==> src/rtl/core/tcw_pkg.sv <==
// shared constants, codes and types for the text console writer
package tcw_pkg;

  // screen geometry
  localparam int COLUMNS = 80;
  localparam int ROWS    = 25;
  localparam int CELLS   = COLUMNS * ROWS;

  // field widths fixed by the interface
  localparam int KIND_W   = 3;
  localparam int CHAR_W   = 8;
  localparam int COLOR_W  = 8;
  localparam int POS_W    = 11;
  localparam int CURSOR_W = 11;
  localparam int CELL_W   = CHAR_W + COLOR_W;

  // internal widths derived from the geometry
  localparam int ADDR_W = $clog2(CELLS);
  localparam int CUR_W  = $clog2(CELLS + 1);
  localparam int COL_W  = $clog2(COLUMNS);
  localparam int WIDE_W = (CUR_W > POS_W) ? CUR_W : POS_W;

  // character codes and reset colour
  localparam logic [CHAR_W-1:0]  NEWLINE_CODE = 8'd10;
  localparam logic [CHAR_W-1:0]  BLANK_CODE   = 8'd32;
  localparam logic [COLOR_W-1:0] COLOR_RESET  = 8'h07;

  // item kinds
  typedef enum logic [KIND_W-1:0] {
    KIND_PUT   = 3'd0,
    KIND_CLEAR = 3'd1,
    KIND_BACK  = 3'd2,
    KIND_FWD   = 3'd3,
    KIND_SET   = 3'd4,
    KIND_READ  = 3'd5
  } kind_t;

  // cell store access, one write and one read per cycle
  typedef struct packed {
    logic              wr_en;
    logic [ADDR_W-1:0] wr_addr;
    logic [CELL_W-1:0] wr_data;
    logic              rd_en;
    logic [ADDR_W-1:0] rd_addr;
  } ram_req_t;

  // finished result from the sequencer
  typedef struct packed {
    logic                valid;
    logic [CURSOR_W-1:0] cursor;
    logic [CHAR_W-1:0]   cell_char;
    logic [COLOR_W-1:0]  cell_color;
  } res_t;

endpackage

==> src/rtl/core/tcw_ctrl.sv <==
// sequencer: cursor tracking, sweeps over the cell store, column search
module tcw_ctrl (
  input  logic                          clk,
  input  logic                          rst_n,
  input  logic                          in_valid,
  output logic                          in_ready,
  input  logic [tcw_pkg::KIND_W-1:0]    kind,
  input  logic [tcw_pkg::CHAR_W-1:0]    char_code,
  input  logic [tcw_pkg::POS_W-1:0]     position,
  input  logic [tcw_pkg::COLOR_W-1:0]   text_color,
  output tcw_pkg::ram_req_t             ram_req,
  input  logic [tcw_pkg::CELL_W-1:0]    ram_rd_data,
  output tcw_pkg::res_t                 res,
  input  logic                          res_ready
);

  typedef enum logic [7:0] {
    S_INIT   = 8'b0000_0001,
    S_IDLE   = 8'b0000_0010,
    S_EXEC   = 8'b0000_0100,
    S_MOD    = 8'b0000_1000,
    S_READ   = 8'b0001_0000,
    S_SCROLL = 8'b0010_0000,
    S_FILL   = 8'b0100_0000,
    S_DONE   = 8'b1000_0000
  } state_t;

  state_t                             state_r, state_nxt;
  logic [tcw_pkg::CUR_W-1:0]          cur_r, cur_nxt;
  logic [tcw_pkg::COL_W-1:0]          col_r, col_nxt;
  logic [tcw_pkg::CUR_W-1:0]          addr_r, addr_nxt;
  logic [tcw_pkg::CELL_W-1:0]         cell_r, cell_nxt;
  tcw_pkg::kind_t                     kind_r;
  logic [tcw_pkg::CHAR_W-1:0]         char_r;
  logic [tcw_pkg::POS_W-1:0]          pos_r;

  logic [tcw_pkg::CUR_W-1:0]          put_adv;
  logic [tcw_pkg::COL_W-1:0]          col_inc;
  logic [tcw_pkg::COL_W-1:0]          col_dec;
  logic [tcw_pkg::WIDE_W-1:0]         pos_ext;
  logic                               pos_hit;
  logic [tcw_pkg::CUR_W-1:0]          pos_clamp;
  logic [tcw_pkg::CELL_W-1:0]         blank_cell;

  // cursor arithmetic
  assign col_inc = (col_r == tcw_pkg::COL_W'(tcw_pkg::COLUMNS - 1)) ?
                   '0 : col_r + tcw_pkg::COL_W'(1);
  assign col_dec = (col_r == '0) ?
                   tcw_pkg::COL_W'(tcw_pkg::COLUMNS - 1) : col_r - tcw_pkg::COL_W'(1);
  assign put_adv = (char_r == tcw_pkg::NEWLINE_CODE) ?
                   cur_r + tcw_pkg::CUR_W'(tcw_pkg::COLUMNS) - tcw_pkg::CUR_W'(col_r) :
                   cur_r + tcw_pkg::CUR_W'(1);
  assign pos_ext   = tcw_pkg::WIDE_W'(pos_r);
  assign pos_hit   = pos_ext < tcw_pkg::WIDE_W'(tcw_pkg::CELLS);
  assign pos_clamp = pos_hit ? tcw_pkg::CUR_W'(pos_ext) :
                     tcw_pkg::CUR_W'(tcw_pkg::CELLS - 1);
  assign blank_cell = {text_color, tcw_pkg::BLANK_CODE};

  // result towards the output register
  assign res.valid      = (state_r == S_DONE);
  assign res.cursor     = tcw_pkg::CURSOR_W'(cur_r);
  assign res.cell_char  = cell_r[tcw_pkg::CHAR_W-1:0];
  assign res.cell_color = cell_r[tcw_pkg::CELL_W-1:tcw_pkg::CHAR_W];
  assign in_ready       = (state_r == S_IDLE);

  // next state and store access
  always_comb begin
    state_nxt = state_r;
    cur_nxt   = cur_r;
    col_nxt   = col_r;
    addr_nxt  = addr_r;
    cell_nxt  = cell_r;
    ram_req   = '0;
    case (state_r)
      // clearing pass after reset
      S_INIT: begin
        ram_req.wr_en   = 1'b1;
        ram_req.wr_addr = addr_r[tcw_pkg::ADDR_W-1:0];
        ram_req.wr_data = '0;
        addr_nxt        = addr_r + tcw_pkg::CUR_W'(1);
        if (addr_r == tcw_pkg::CUR_W'(tcw_pkg::CELLS - 1)) begin
          state_nxt = S_IDLE;
        end
      end
      S_IDLE: begin
        if (in_valid) begin
          state_nxt = S_EXEC;
        end
      end
      S_EXEC: begin
        cell_nxt  = '0;
        state_nxt = S_DONE;
        case (kind_r)
          tcw_pkg::KIND_PUT: begin
            if (char_r == tcw_pkg::NEWLINE_CODE) begin
              col_nxt = '0;
            end else begin
              ram_req.wr_en   = 1'b1;
              ram_req.wr_addr = cur_r[tcw_pkg::ADDR_W-1:0];
              ram_req.wr_data = {text_color, char_r};
              col_nxt         = col_inc;
            end
            // passing the last cell scrolls the screen
            if (put_adv >= tcw_pkg::CUR_W'(tcw_pkg::CELLS)) begin
              cur_nxt   = put_adv - tcw_pkg::CUR_W'(tcw_pkg::COLUMNS);
              addr_nxt  = '0;
              state_nxt = S_SCROLL;
            end else begin
              cur_nxt = put_adv;
            end
          end
          tcw_pkg::KIND_CLEAR: begin
            cur_nxt   = '0;
            col_nxt   = '0;
            addr_nxt  = '0;
            state_nxt = S_FILL;
          end
          tcw_pkg::KIND_BACK: begin
            if (cur_r != '0) begin
              cur_nxt = cur_r - tcw_pkg::CUR_W'(1);
              col_nxt = col_dec;
            end
          end
          tcw_pkg::KIND_FWD: begin
            if (cur_r != tcw_pkg::CUR_W'(tcw_pkg::CELLS - 1)) begin
              cur_nxt = cur_r + tcw_pkg::CUR_W'(1);
              col_nxt = col_inc;
            end
          end
          tcw_pkg::KIND_SET: begin
            cur_nxt   = pos_clamp;
            addr_nxt  = pos_clamp;
            state_nxt = S_MOD;
          end
          tcw_pkg::KIND_READ: begin
            if (pos_hit) begin
              ram_req.rd_en   = 1'b1;
              ram_req.rd_addr = pos_clamp[tcw_pkg::ADDR_W-1:0];
              state_nxt       = S_READ;
            end
          end
          default: begin
          end
        endcase
      end
      // column of a set cursor by repeated subtraction of a row
      S_MOD: begin
        if (addr_r >= tcw_pkg::CUR_W'(tcw_pkg::COLUMNS)) begin
          addr_nxt = addr_r - tcw_pkg::CUR_W'(tcw_pkg::COLUMNS);
        end else begin
          col_nxt   = tcw_pkg::COL_W'(addr_r);
          state_nxt = S_DONE;
        end
      end
      S_READ: begin
        cell_nxt  = ram_rd_data;
        state_nxt = S_DONE;
      end
      // row copy: read one row below, write the cell read in the previous cycle
      S_SCROLL: begin
        if (addr_r != tcw_pkg::CUR_W'(tcw_pkg::CELLS - tcw_pkg::COLUMNS)) begin
          ram_req.rd_en   = 1'b1;
          ram_req.rd_addr = tcw_pkg::ADDR_W'(addr_r + tcw_pkg::CUR_W'(tcw_pkg::COLUMNS));
          addr_nxt        = addr_r + tcw_pkg::CUR_W'(1);
        end else begin
          state_nxt = S_FILL;
        end
        if (addr_r != '0) begin
          ram_req.wr_en   = 1'b1;
          ram_req.wr_addr = tcw_pkg::ADDR_W'(addr_r - tcw_pkg::CUR_W'(1));
          ram_req.wr_data = ram_rd_data;
        end
      end
      // blanks from the sweep address to the last cell
      S_FILL: begin
        ram_req.wr_en   = 1'b1;
        ram_req.wr_addr = addr_r[tcw_pkg::ADDR_W-1:0];
        ram_req.wr_data = blank_cell;
        addr_nxt        = addr_r + tcw_pkg::CUR_W'(1);
        if (addr_r == tcw_pkg::CUR_W'(tcw_pkg::CELLS - 1)) begin
          state_nxt = S_DONE;
        end
      end
      S_DONE: begin
        if (res_ready) begin
          state_nxt = S_IDLE;
        end
      end
      default: begin
        state_nxt = S_IDLE;
      end
    endcase
  end

  // control registers
  always_ff @(posedge clk) begin
    if (!rst_n) begin
      state_r <= S_INIT;
      cur_r   <= '0;
      col_r   <= '0;
      addr_r  <= '0;
    end else begin
      state_r <= state_nxt;
      cur_r   <= cur_nxt;
      col_r   <= col_nxt;
      addr_r  <= addr_nxt;
    end
  end

  // item and read data registers
  always_ff @(posedge clk) begin
    cell_r <= cell_nxt;
    if (in_valid && in_ready) begin
      kind_r <= tcw_pkg::kind_t'(kind);
      char_r <= char_code;
      pos_r  <= position;
    end
  end

endmodule

==> config.mk <==
export PLATFORM = sky130hd
export DESIGN_NAME = tcw_ctrl
export DESIGN_NICKNAME = d
export VERILOG_FILES = /design/src/rtl/core/tcw_pkg.sv /design/src/rtl/core/tcw_ctrl.sv
export SDC_FILE = /design/constraint.sdc
export NUM_CORES = 1
export LEC_CHECK = 0
export BUFFER_PORTS_ARGS = -buffer_cell sky130_fd_sc_hd__buf_4
export CELL_PAD_IN_SITES_DETAIL_PLACEMENT = 1
export CELL_PAD_IN_SITES_GLOBAL_PLACEMENT = 2
export CORE_ASPECT_RATIO = 1.2
export CORE_MARGIN = 2
export CORE_UTILIZATION = 24
export DETAILED_ROUTE_END_ITERATION = 8
export GPL_TIMING_DRIVEN = 1
export PLACE_DENSITY_LB_ADDON = 0.1
export SLEW_MARGIN = 40
export SYNTH_ARGS = -nofsm -noshare
export SYNTH_HDL_FRONTEND = slang
export SYNTH_SLANG_ARGS = --single-unit
==> constraint.sdc <==
create_clock -name clk -period 6.05 [get_ports clk]
set_input_delay 0.3025 -clock clk [delete_from_list [all_inputs] [get_ports clk]]
set_output_delay 0.3025 -clock clk [all_outputs]
set_load 0.005 [all_outputs]
==> out/qor.csv <==
metric;value;unit
design area;7910;um2
Worst path slowest cell;dfxtp_1;
core area;26400;um2
largest family of logic cells by synthesized area;compound AO/OA/AOI/OAI gates;
layout cells sized above 1;21.6;%
Cells after Synth;768;
die width;153;um
Peak VDD IR;121;uV
CP Class;flip-flop to flip-flop;
pwr dens;238;nW/um2
vias per cell;5.42;
hold_sp;position[9];
Post-Syn Area;6440;um2
Initial Util;24.4;%
Synth Net Count;851;
Setup Skew;9.84;ps
outcome;finished, final reports clean;
Detail Route Antenna Nets;0;
CTS tree;done;
Critical Path RT;6320;ps
H-tree levels;3;
CP Launch Type;flip-flop;
Worst path depth;14;
Util after Layout;30.0;%
Fmax achieved;224;MHz
drt pass-1 iters;4;
post-synthesis adder-cell area fraction;6.53;%
WL per Instance;23.6;um
fin nets;935;
Min-Delay Path Class;input pin to flip-flop;
clk_lat worst skew;360;ps
final cycle utilization of the critical path;74.0;%
multi-input logic area;4240;um2
placed inst area;7620;um2
CP delay by family, top;compound AO/OA/AOI/OAI gates;
CTS root buffer;clkbuf_16;
r2r startpoint;cur_r[2];
hold_buf cts;0;
Leakage Power;3.01;nW
worst r2r path cells;14;
vias;6463;
Die Ht;183;um
FF+latch area;1880;um2
antenna violations before repair;0;
Synth warnings;0;
crit path capture type;flip-flop;
synth unique cells;93;
Total Routing Usage GR;20.0;%
post-CTS sizing;0;
total power;1.88;mW
largest net degree at the start of global routing;30;
# IOs;119;
PortBufs;118;
GR Overflow Total;0;
most common cell after layout, fill and taps aside;buf_4;
FF+latch count, synth;75;
post-DP HPWL;21600;um
Post-synth ARST share;0;%
Die Footprint;28100;um2
Longest Clk Path Bufs;2;
Final min period;4470;ps
Placer Congestion;0.869;
crit-path max FO;18;
CP peak stage delay;790;ps
r2r endpoint;addr_r[5];
worst-path cell chain;ha_1, fa_1, a211oi_2, o21bai_1, a32oi_2, ha_1, nand2_1, nor4_1, nand2_1, o2111ai_1, nand3_2, a211o_4, a21o_1, a211oi_2;
Post-CTS Setup Inserts;0;
RSZ-0062 raised after global routing;no;
Post-Synth Simple-Gate Area;24.6;%
crit path buf inv count;0;
Slew HR;50.3;%
DR iter-0 viols;340;
XOR/XNOR share of the synthesized area;4.76;%
DRC Markers;0;
first-pass GRT wire length;43100;um
Least-Margin Pin Slew;745;ps
Min-Delay Endpoint;pos_ext[9];
Synth Area in Compound Gates;27.0;%
Clock Pin Slew Worst Setup and Hold Paths;70;ps
Slew Limit Fails;0;
R2R setup slack;1580;ps
Final setup viols;0;
Synth Flop Type;edfxtp_1;
TritonCTS Buffers;9;
Fill cells;3166;
Seq/Total Area, Yosys;29.2;%
mux contribution to synthesized area;2.22;%
final hold vios;0;
Num Clock Sinks;75;
Cell Rows;65;
Post-synth EDFFs;38;
drt total wl;28200;um
syn_area_per_cell;8.38;um2
crit path DAT;4750;ps
Total Neg Setup Slack;0;ps
maxcap violations;0;
vias in the first global route;6893;
diode count;0;
area grow syn2layout;22.8;%
hold depth;1;
commonest cells after routing, fill and taps aside;buf_4, nand2_1, nor2_1, o21ai_0, edfxtp_1;
==> worst reg2reg max path, stage by stage, from the launching register on <==
cell and delay, ps:
dfxtp_1 790, ha_1 390, fa_1 510, a211oi_2 310, o21bai_1 150, a32oi_2 380, ha_1 240, nand2_1 50
nor4_1 230, nand2_1 100, o2111ai_1 190, nand3_2 130, a211o_4 340, a21o_1 330, a211oi_2 260
==> logic make-up (layout without fill, tap and decap cells) <==
group,count (synthesis),in the layout
and+or+nand+nor,285,285
AOI/OAI and AO/OA,236,236
buffers and inverters,91,180
DFF,75,75
xor gates and xnor gates,35,35
adders and majority gates,33,33
muxes,13,13
==> cell type report <==
type	instances	area share, %
clock buffers	9	2.85
clock inverters	7	0.633
flip-flops and latches	75	23.8
multi-input cells	602	53.6
repair buffers	126	12.0
inverters	38	1.80
well taps	335	5.30
==> per-stage QoR <==
step / instances / hold slack, ps / worst slack (ps)
6_report: 1192 / 115 / 1580
5_1_grt: 1192 / 105 / 1210
4_1_cts: 1192 / 103 / 1600
3_5_place_dp: 1176 / 482 / 1640
3_3_place_gp: 1176 / 480 / 1790
2_1_floorplan: 768 / 401 / 2380
==> synthesized netlist by cell type (8+ instances only) <==
library cell / n / area, um2
inv_1: 37 / 139
nor3b_1: 9 / 67.6
xor2_1: 9 / 78.8
xnor2_1: 26 / 228
nor2_1: 54 / 203
a22oi_1: 9 / 67.6
nand2b_1: 8 / 50.1
o21ai_0: 43 / 215
dfxtp_1: 37 / 741
and3_1: 12 / 75.1
a211oi_1: 11 / 82.6
nand4_1: 14 / 87.6
o211ai_1: 9 / 67.6
nand2_1: 61 / 229
nor3_1: 22 / 110
ha_1: 32 / 400
a21oi_1: 37 / 185
a22o_1: 30 / 263
mux2i_1: 12 / 120
nand3_1: 26 / 130
edfxtp_1: 38 / 1140
nor4_1: 9 / 56.3
clkbuf_1: 39 / 146
and2_1: 23 / 144
buf_2: 9 / 45.0
==> where the power goes <==
| part | total (mW) | internal [mW] | switching, mW | leakage, nW |
|---|---|---|---|---|
| Combinational | 0.689 | 0.260 | 0.429 | 2.27 |
| Sequential | 0.651 | 0.570 | 0.0812 | 0.613 |
| Clock | 0.537 | 0.280 | 0.257 | 0.130 |
| Total | 1.88 | 1.11 | 0.767 | 3.01 |
==> routing by layer <==
layer,part of all wire (%),global-route usage (%)
met4,1.6,5.06
met3,3.1,2.88
met2,50,35.1
met5,0,0
met1,46,25.7
==> state kept, by name (all words and copies together), names as in the netlist <==
name     cells
cur_r       11
pos_ext     11
addr_r      11
col_r        7
state_r      8
kind_r       3
char_r       8
cell_r      16
==> worst max path at each step <==
stage | from | to | slack, ps
floorplan | cur_r[0] | addr_r[1] | 2380
global placement | cur_r[2] | addr_r[4] | 1790
detailed placement | cur_r[2] | addr_r[5] | 1640
CTS | cur_r[2] | addr_r[5] | 1600
global route | cur_r[2] | addr_r[1] | 1210
finish | cur_r[2] | addr_r[5] | 1580
No activity file was read; power rests on OpenSTA's default activity.
